--- src/rtl/core/sltd_pkg.sv ---
`timescale 1ns / 1ps

package sltd_pkg;

    localparam int DEFAULT_SLOTS = 64;

    localparam int KIND_W   = 3;
    localparam int SLOT_W   = 6;
    localparam int POS_W    = 6;
    localparam int HANDLE_W = 16;
    localparam int STATUS_W = 3;
    localparam int LIVE_W   = 7;

    typedef logic [KIND_W-1:0]   t_kind;
    typedef logic [STATUS_W-1:0] t_status;

    localparam t_kind KIND_ADD    = 3'd0;
    localparam t_kind KIND_ADD_AT = 3'd1;
    localparam t_kind KIND_REMOVE = 3'd2;
    localparam t_kind KIND_READ   = 3'd3;
    localparam t_kind KIND_CLEAR  = 3'd4;

    localparam t_status STAT_OK       = 3'd0;
    localparam t_status STAT_FULL     = 3'd1;
    localparam t_status STAT_OCCUPIED = 3'd2;
    localparam t_status STAT_EMPTY    = 3'd3;
    localparam t_status STAT_RANGE    = 3'd4;

endpackage

--- src/rtl/core/slot_table_with_dense_list.sv ---
`timescale 1ns / 1ps

// Slot table with a dense list of occupied slots, one request word in and one result word
// out per request. Each slot keeps an occupancy bit and a 16-bit handle in a slot memory,
// and the occupied slot numbers are kept in a dense-list memory, a remove moving the last
// entry into the freed place; both have one write and one registered read port, and all
// searches walk them one entry per cycle. An add walks the slot memory up to the highest
// index, a remove walks it down from the highest index and then searches the dense list,
// and a clear sweeps the whole slot memory. After reset the slot memory is swept clear
// with the input ready low. A new request word is taken as soon as the previous one has
// reached the output register, even while that result still waits to be taken.
module slot_table_with_dense_list
    import sltd_pkg::*;
#(
    parameter int SLOTS = DEFAULT_SLOTS
) (
    input  logic                i_clk,
    input  logic                i_rst_n,
    input  logic                i_in_valid,
    output logic                o_in_ready,
    input  logic [KIND_W-1:0]   i_kind,
    input  logic [SLOT_W-1:0]   i_slot,
    input  logic [POS_W-1:0]    i_position,
    input  logic [HANDLE_W-1:0] i_handle,
    output logic                o_out_valid,
    input  logic                i_out_ready,
    output logic [STATUS_W-1:0] o_status,
    output logic [SLOT_W-1:0]   o_slot_out,
    output logic [HANDLE_W-1:0] o_handle_out,
    output logic [LIVE_W-1:0]   o_live_count,
    output logic [SLOT_W-1:0]   o_top_slot
);

    localparam int AW = $clog2(SLOTS);
    localparam int CW = $clog2(SLOTS + 1);

    localparam logic [3:0] S_IDLE      = 4'd0;
    localparam logic [3:0] S_SWEEP     = 4'd1;
    localparam logic [3:0] S_ADD_SCAN  = 4'd2;
    localparam logic [3:0] S_AT_CHK    = 4'd3;
    localparam logic [3:0] S_RM_CHK    = 4'd4;
    localparam logic [3:0] S_SHRINK    = 4'd5;
    localparam logic [3:0] S_DSCAN     = 4'd6;
    localparam logic [3:0] S_DMOVE_RD  = 4'd7;
    localparam logic [3:0] S_DMOVE_WR  = 4'd8;
    localparam logic [3:0] S_RD_SLOT   = 4'd9;
    localparam logic [3:0] S_RD_HANDLE = 4'd10;
    localparam logic [3:0] S_DONE      = 4'd11;

    logic [HANDLE_W:0] r_slot_mem [SLOTS];
    logic [AW-1:0]     r_dense_mem [SLOTS];

    logic [3:0]          r_state, n_state;
    logic [AW-1:0]       r_idx, n_idx;
    logic [AW-1:0]       r_pidx;
    logic                r_pvalid, n_pvalid;
    logic [AW-1:0]       r_top, n_top;
    logic [CW-1:0]       r_count, n_count;
    logic                r_emit, n_emit;
    logic [SLOT_W-1:0]   r_slot, n_slot;
    logic [HANDLE_W-1:0] r_handle, n_handle;
    t_status             r_res_status, n_res_status;
    logic [SLOT_W-1:0]   r_res_slot, n_res_slot;
    logic [HANDLE_W-1:0] r_res_handle, n_res_handle;
    logic                r_out_valid, n_out_valid;
    t_status             r_out_status, n_out_status;
    logic [SLOT_W-1:0]   r_out_slot, n_out_slot;
    logic [HANDLE_W-1:0] r_out_handle, n_out_handle;
    logic [LIVE_W-1:0]   r_out_live, n_out_live;
    logic [SLOT_W-1:0]   r_out_top, n_out_top;
    logic [HANDLE_W:0]   r_sdata;
    logic [AW-1:0]       r_ddata;

    logic [AW-1:0]     s_raddr, s_waddr, d_raddr, d_waddr, d_wdata, claim_slot, last_pos;
    logic [HANDLE_W:0] s_wdata;
    logic              s_we, d_we, claim_en, occ;

    assign occ      = r_sdata[HANDLE_W];
    assign last_pos = AW'(r_count - CW'(1));

    always_comb begin
        n_state      = r_state;
        n_idx        = r_idx;
        n_pvalid     = 1'b1;
        n_top        = r_top;
        n_count      = r_count;
        n_emit       = r_emit;
        n_slot       = r_slot;
        n_handle     = r_handle;
        n_res_status = r_res_status;
        n_res_slot   = r_res_slot;
        n_res_handle = r_res_handle;
        n_out_valid  = r_out_valid && !i_out_ready;
        n_out_status = r_out_status;
        n_out_slot   = r_out_slot;
        n_out_handle = r_out_handle;
        n_out_live   = r_out_live;
        n_out_top    = r_out_top;
        s_raddr      = r_idx;
        d_raddr      = r_idx;
        s_we         = 1'b0;
        s_waddr      = r_idx;
        s_wdata      = '0;
        d_we         = 1'b0;
        d_waddr      = r_idx;
        d_wdata      = r_idx;
        claim_en     = 1'b0;
        claim_slot   = r_idx;

        unique case (r_state)
            S_IDLE: begin
                s_raddr  = AW'(i_slot);
                d_raddr  = AW'(i_position);
                n_pvalid = 1'b0;
                if (i_in_valid) begin
                    n_slot       = i_slot;
                    n_handle     = i_handle;
                    n_res_status = STAT_OK;
                    n_res_slot   = '0;
                    n_res_handle = '0;
                    n_idx        = '0;
                    unique case (i_kind)
                        KIND_ADD: begin
                            n_state = S_ADD_SCAN;
                        end
                        KIND_ADD_AT: begin
                            n_res_slot = i_slot;
                            if (32'(i_slot) < 32'(SLOTS)) begin
                                n_state = S_AT_CHK;
                            end else begin
                                n_res_status = STAT_FULL;
                                n_state      = S_DONE;
                            end
                        end
                        KIND_REMOVE: begin
                            n_res_slot = i_slot;
                            if (32'(i_slot) < 32'(SLOTS)) begin
                                n_state = S_RM_CHK;
                            end else begin
                                n_res_status = STAT_EMPTY;
                                n_state      = S_DONE;
                            end
                        end
                        KIND_READ: begin
                            if (32'(i_position) >= 32'(r_count)) begin
                                n_res_status = STAT_RANGE;
                                n_state      = S_DONE;
                            end else begin
                                n_state = S_RD_SLOT;
                            end
                        end
                        KIND_CLEAR: begin
                            n_emit  = 1'b1;
                            n_top   = '0;
                            n_count = '0;
                            n_state = S_SWEEP;
                        end
                        default: begin
                            n_state = S_DONE;
                        end
                    endcase
                end
            end
            S_SWEEP: begin
                s_we    = 1'b1;
                s_waddr = r_idx;
                s_wdata = '0;
                if (r_idx == AW'(SLOTS - 1)) begin
                    n_state = r_emit ? S_DONE : S_IDLE;
                    n_emit  = 1'b0;
                end else begin
                    n_idx = r_idx + AW'(1);
                end
            end
            S_ADD_SCAN: begin
                s_raddr = r_idx;
                n_idx   = (r_idx == r_top) ? r_idx : r_idx + AW'(1);
                if (r_pvalid) begin
                    if (!occ) begin
                        claim_en   = 1'b1;
                        claim_slot = r_pidx;
                        n_res_slot = SLOT_W'(r_pidx);
                        n_state    = S_DONE;
                    end else if (r_pidx == r_top) begin
                        if (r_top == AW'(SLOTS - 1)) begin
                            n_res_status = STAT_FULL;
                        end else begin
                            claim_en   = 1'b1;
                            claim_slot = r_top + AW'(1);
                            n_top      = r_top + AW'(1);
                            n_res_slot = SLOT_W'(r_top + AW'(1));
                        end
                        n_state = S_DONE;
                    end
                end
            end
            S_AT_CHK: begin
                if (occ) begin
                    n_res_status = STAT_OCCUPIED;
                end else begin
                    claim_en   = 1'b1;
                    claim_slot = AW'(r_slot);
                    if (AW'(r_slot) > r_top) begin
                        n_top = AW'(r_slot);
                    end
                end
                n_state = S_DONE;
            end
            S_RM_CHK: begin
                if (!occ) begin
                    n_res_status = STAT_EMPTY;
                    n_state      = S_DONE;
                end else begin
                    s_we     = 1'b1;
                    s_waddr  = AW'(r_slot);
                    s_wdata  = {1'b0, r_sdata[HANDLE_W-1:0]};
                    n_idx    = r_top;
                    n_pvalid = 1'b0;
                    n_state  = S_SHRINK;
                end
            end
            S_SHRINK: begin
                s_raddr = r_idx;
                n_idx   = (r_idx == '0) ? r_idx : r_idx - AW'(1);
                if (r_pvalid && (occ || r_pidx == '0)) begin
                    n_top    = r_pidx;
                    n_idx    = '0;
                    n_pvalid = 1'b0;
                    n_state  = S_DSCAN;
                end
            end
            S_DSCAN: begin
                d_raddr = r_idx;
                n_idx   = (r_idx == last_pos) ? r_idx : r_idx + AW'(1);
                if (r_pvalid && r_ddata == AW'(r_slot)) begin
                    n_idx   = r_pidx;
                    n_state = S_DMOVE_RD;
                end
            end
            S_DMOVE_RD: begin
                d_raddr = last_pos;
                n_count = r_count - CW'(1);
                n_state = S_DMOVE_WR;
            end
            S_DMOVE_WR: begin
                d_we    = 1'b1;
                d_waddr = r_idx;
                d_wdata = r_ddata;
                n_state = S_DONE;
            end
            S_RD_SLOT: begin
                s_raddr    = r_ddata;
                n_res_slot = SLOT_W'(r_ddata);
                n_state    = S_RD_HANDLE;
            end
            S_RD_HANDLE: begin
                n_res_handle = r_sdata[HANDLE_W-1:0];
                n_state      = S_DONE;
            end
            S_DONE: begin
                if (!r_out_valid || i_out_ready) begin
                    n_out_valid  = 1'b1;
                    n_out_status = r_res_status;
                    n_out_slot   = r_res_slot;
                    n_out_handle = r_res_handle;
                    n_out_live   = LIVE_W'(r_count);
                    n_out_top    = SLOT_W'(r_top);
                    n_state      = S_IDLE;
                end
            end
            default: begin
                n_state = S_IDLE;
            end
        endcase

        if (claim_en) begin
            s_we    = 1'b1;
            s_waddr = claim_slot;
            s_wdata = {1'b1, r_handle};
            if (r_count < CW'(SLOTS)) begin
                d_we    = 1'b1;
                d_waddr = AW'(r_count);
                d_wdata = claim_slot;
                n_count = r_count + CW'(1);
            end
        end
    end

    always_ff @(posedge i_clk) begin
        if (!i_rst_n) begin
            r_state     <= S_SWEEP;
            r_idx       <= '0;
            r_pvalid    <= 1'b0;
            r_top       <= '0;
            r_count     <= '0;
            r_emit      <= 1'b0;
            r_out_valid <= 1'b0;
        end else begin
            r_state     <= n_state;
            r_idx       <= n_idx;
            r_pvalid    <= n_pvalid;
            r_top       <= n_top;
            r_count     <= n_count;
            r_emit      <= n_emit;
            r_out_valid <= n_out_valid;
        end
    end

    always_ff @(posedge i_clk) begin
        r_pidx       <= r_idx;
        r_slot       <= n_slot;
        r_handle     <= n_handle;
        r_res_status <= n_res_status;
        r_res_slot   <= n_res_slot;
        r_res_handle <= n_res_handle;
        r_out_status <= n_out_status;
        r_out_slot   <= n_out_slot;
        r_out_handle <= n_out_handle;
        r_out_live   <= n_out_live;
        r_out_top    <= n_out_top;
    end

    always_ff @(posedge i_clk) begin
        if (s_we) begin
            r_slot_mem[s_waddr] <= s_wdata;
        end
        r_sdata <= r_slot_mem[s_raddr];
    end

    always_ff @(posedge i_clk) begin
        if (d_we) begin
            r_dense_mem[d_waddr] <= d_wdata;
        end
        r_ddata <= r_dense_mem[d_raddr];
    end

    assign o_in_ready   = (r_state == S_IDLE);
    assign o_out_valid  = r_out_valid;
    assign o_status     = r_out_status;
    assign o_slot_out   = r_out_slot;
    assign o_handle_out = r_out_handle;
    assign o_live_count = r_out_live;
    assign o_top_slot   = r_out_top;

    a_count_bound: assert property (@(posedge i_clk) disable iff (!i_rst_n)
        r_count <= CW'(SLOTS))
        else $error("live count exceeds the table size");

    a_out_from_done: assert property (@(posedge i_clk) disable iff (!i_rst_n)
        $rose(r_out_valid) |-> $past(r_state) == S_DONE)
        else $error("result word raised outside the done state");

    a_shrink_monotonic: assert property (@(posedge i_clk) disable iff (!i_rst_n)
        (r_state == S_SHRINK) |=> (r_top <= $past(r_top)))
        else $error("highest index grew while shrinking");

    a_dscan_nonempty: assert property (@(posedge i_clk) disable iff (!i_rst_n)
        (r_state == S_DSCAN) |-> (r_count != '0))
        else $error("dense list search with an empty list");

endmodule

--- config.mk ---
export PLATFORM = sky130hd
export DESIGN_NAME = slot_table_with_dense_list
export DESIGN_NICKNAME = d
export VERILOG_FILES = /design/src/rtl/core/sltd_pkg.sv /design/src/rtl/core/slot_table_with_dense_list.sv
export SDC_FILE = /design/constraint.sdc
export NUM_CORES = 2
export LEC_CHECK = 0
export BUFFER_PORTS_ARGS = -buffer_cell sky130_fd_sc_hd__buf_4
export CAP_MARGIN = 20
export CORE_AREA = 5 5 354 356
export CTS_CLUSTER_DIAMETER = 200
export DETAILED_ROUTE_END_ITERATION = 8
export DIE_AREA = 0 0 359 361
export PLACE_DENSITY = 0.7
export SLEW_MARGIN = 25
export SYNTH_ARGS = -nofsm -noshare
export SYNTH_HDL_FRONTEND = slang
export SYNTH_SLANG_ARGS = --single-unit
--- constraint.sdc ---
create_clock -name i_clk -period 6.84 [get_ports i_clk]
set_clock_uncertainty 0.15 [all_clocks]
set_input_delay 0.684 -clock i_clk [delete_from_list [all_inputs] [get_ports i_clk]]
set_output_delay 0.684 -clock i_clk [all_outputs]
set_load 0.02 [all_outputs]
==> flow_summary.toml <==
[run_status]
outcome = "finished clean"

[yosys]
async_flop_share_pct = 0
syn_inst = 4827
synth_area_leaders = "edfxtp_1 71%, nand2_1 5.4%, a311oi_1 2.9%"
yosysTopAreaCellShare_pct = 70.5
yosysSeqAreaShare_pct = 72.2
synth_seq_cells = 1612
avgSynthCellArea_sq_um = 13.7
netlist_area_sq_mm = 0.0663
ys_types = 75
yosysTopAreaCell = "edfxtp_1"
ys.flop_type = "edfxtp_1"
synth-edff-count = 1557
syn_nets = 4880
yosysWarnings = 0

[drt]
viasPerCell = 6.50
dr_total_vias = 43400
wl_mm = 183
postRouteAntennaNets = 0
route.detailed.drc = 0
wire_per_inst_um = 27.4
drt_pre_antenna_iters = 6
drtIter0Drc = 6219

[setup_path]
worst-path-max-fanout = 163
crit_slowest_cell = "dfxtp_1"
worst_ep_arrival_time_ns = 6.40
cp_num_buf_inv = 2
critical-path-max-stage-delay_ns = 0.96
worst_setup_path_end_kind = "flip-flop"
start_kind = "flip-flop"
cpLargestDelayFamily = "compound AO/OA/AOI/OAI gates"
timing.critical_path.cells = "buf_4 -> and4bb_1 -> a22oi_2 -> nand2_8 -> buf_12 -> a211oi_1 -> a311oi_1 -> nor3_1 -> a2111oi_1 -> and4_1"
crit_required_ns = 7.42
crit_type = "reg -> reg"

[timing]
period_share_pct = 85.2
fin_crit_ns = 5.83
layout_setup_ws_ns = 1.01
relSlewSlack_pct = 29.2
finalSetupTns_ns = 0
hold_violations = 0
finalSetupViolCount = 0
worst_slew_pin_slew_ns = 1.06
fmaxAchievable_ghz = 0.172
rsz0062_at_grt = "false"
final_max_slew_viol_count = 0
fin_hold_ws_ns = 0.0762

[cts]
cts-root-buf = "clkbuf_16"
post_cts_buffers = 0
cts.clk_slew.worst_paths_ns = 0.06
cts.htree.levels = 4
cts_buffers = 159
cts_resized = 0
cts_buffer_depth = 3
cts_tree = "yes"
clk_latency_ns = 0.79
cts-hold-fix-buffers = 22
cts_sinks = 1612

[place]
placed_area_sq_mm = 0.0693
finalWeightedCongestion = 0.951
port_buffers = 74
hpwlAfterDp_mm = 106
pre_cts_ws_ns = 1.22

[power_and_ir_drop]
pwr_density_cell_mw_per_mm2 = 413
power.total_uw = 30900
vdd_drop_max_mv = 0.374
combPwrFrac_pct = 34.1
switching_share_pct = 35.9
seq_power_share_pct = 37.5
p_leak_uw = 0.0244
internal-power_uw = 19800
clockPowerShare_pct = 28.4
p_switching_uw = 11100

[final_layout]
final_cell_mix = "1,557 x edfxtp_1, 957 x nand2_1, 254 x buf_4, 227 x and3_1, 223 x a311oi_1"
nFillCells = 8921
drive_above_1_share_pct = 13.9
area_delta_synth_final_pct = 12.7
layout.nets = 4974
layout_commonest_cell = "edfxtp_1"
final_area_sq_mm = 0.0748

[global_routing]
track_usage_pct = 27.5
grt_pass1_wl_mm = 270
grt_pass1_vias = 41400
antenna_found_initial = 2
grt_max_degree = 164
overflow = 0

[floorplan]
rows = 128
die_h_um = 361
initial_core_util_pct = 54.6
ios = 75
dieArea_sq_mm = 0.130
fp.dieW_um = 359
core_sq_mm = 0.121

[run]
drv_cap = 0

[hold_path]
hp-class = "in -> reg"
-- cells in the mapped netlist (all sizes together), types with 4 or more instances --
cell / instances
or4b: 4
and4: 4
mux2i: 50
nor3: 116
nand2: 959
xor2: 14
nand3b: 4
a21bo: 4
or4: 4
a2111o: 16
o31ai: 6
a211oi: 166
o22ai: 77
and3: 227
nor3b: 15
edfxtp: 1557
or3: 8
nand3: 138
a311oi: 223
o21ai: 58
a21oi: 105
a31oi: 67
o2bb2ai: 8
clkbuf: 187
nor2: 132
nand4: 7
inv: 23
ha: 18
o21a: 6
a221oi: 8
nor4: 99
a22oi: 12
xnor2: 24
nand2b: 16
a22o: 36
nor2b: 14
buf: 174
a21o: 7
mux2: 102
a221o: 14
and2: 28
or2: 7
dfxtp: 55
-- path summary, 6_finish.rpt --
check	start	endpoint	slack [ns]	cells past startpoint
worst max register to register	r_state[0]$_SDFFE_PN1P_	r_sdata[15]$_DFF_P_	1.01	10
worst max-delay path	r_state[0]$_SDFFE_PN1P_	r_sdata[15]$_DFF_P_	1.01	10
worst min register to register	r_res_handle[14]$_SDFFCE_PN0P_	o_handle_out[14]$_DFFE_PP_	0.27	0
worst min-delay path	i_rst_n	r_state[0]$_SDFFE_PN1P_	0.08	2
-- flip-flops by register name, summed over array words and instances, names as in the netlist, 4 cells and up --
| register | flops |
|---|---|
| r_pidx | 6 |
| o_top_slot | 6 |
| r_sdata | 17 |
| r_res_handle | 16 |
| o_handle_out | 16 |
| o_slot_out | 6 |
| r_idx | 6 |
| r_slot_mem | 1088 |
| o_live_count | 7 |
| r_slot | 6 |
| r_count | 7 |
| r_handle | 16 |
| r_state | 4 |
| r_dense_mem | 384 |
| r_top | 6 |
| r_res_slot | 6 |
| r_ddata | 6 |
-- kinds of logic after synthesis --
family / synth area share (%)
buffers and inverters: 2.58
DFF: 72.2
adders and majority gates: 0.355
and+or+nand+nor: 12.7
xor gates and xnor gates: 0.502
muxes: 2.49
AOI/OAI and AO/OA: 9.25
-- layer usage --
| metal | GRT usage (%) | part of all wire (%) |
|---|---|---|
| met5 | 0 | 0.0071 |
| met4 | 10.2 | 3.6 |
| met3 | 7.14 | 12 |
| met2 | 40.2 | 44 |
| met1 | 40.2 | 40 |
-- per-stage QoR --
step | util, % | instances
detailed placement | 57.1 | 6363
CTS | 61.6 | 6677
global route | 61.6 | 6677
global placement | 57.0 | 6360
finish | 61.6 | 6680
floorplan | - | 4827
-- layout make-up --
type | count | area (sq um) | share of cell area (%)
multi-input cells | 2829 | 17000 | 22.8
clock buffers | 222 | 4500 | 6.02
well taps | 1625 | 2030 | 2.72
flip-flops and latches | 1612 | 47900 | 64.0
diodes | 3 | 7.51 | 0.0100
clock inverters | 70 | 762 | 1.02
repair buffers | 294 | 2470 | 3.31
inverters | 25 | 95.1 | 0.127
-- power by group through the flow --
| stage | Clock (uW) | Combinational, uW | Sequential (uW) |
|---|---|---|---|
| after floorplan | 0 | 6830 | 11600 |
| after CTS | 8860 | 10300 | 11600 |
| after detailed placement | 0 | 10200 | 11800 |
| after global routing | 9290 | 11200 | 11600 |
| after global placement | 0 | 10100 | 11800 |
| final | 8770 | 10500 | 11600 |
Note: power is estimated with default switching activity, not from simulation.
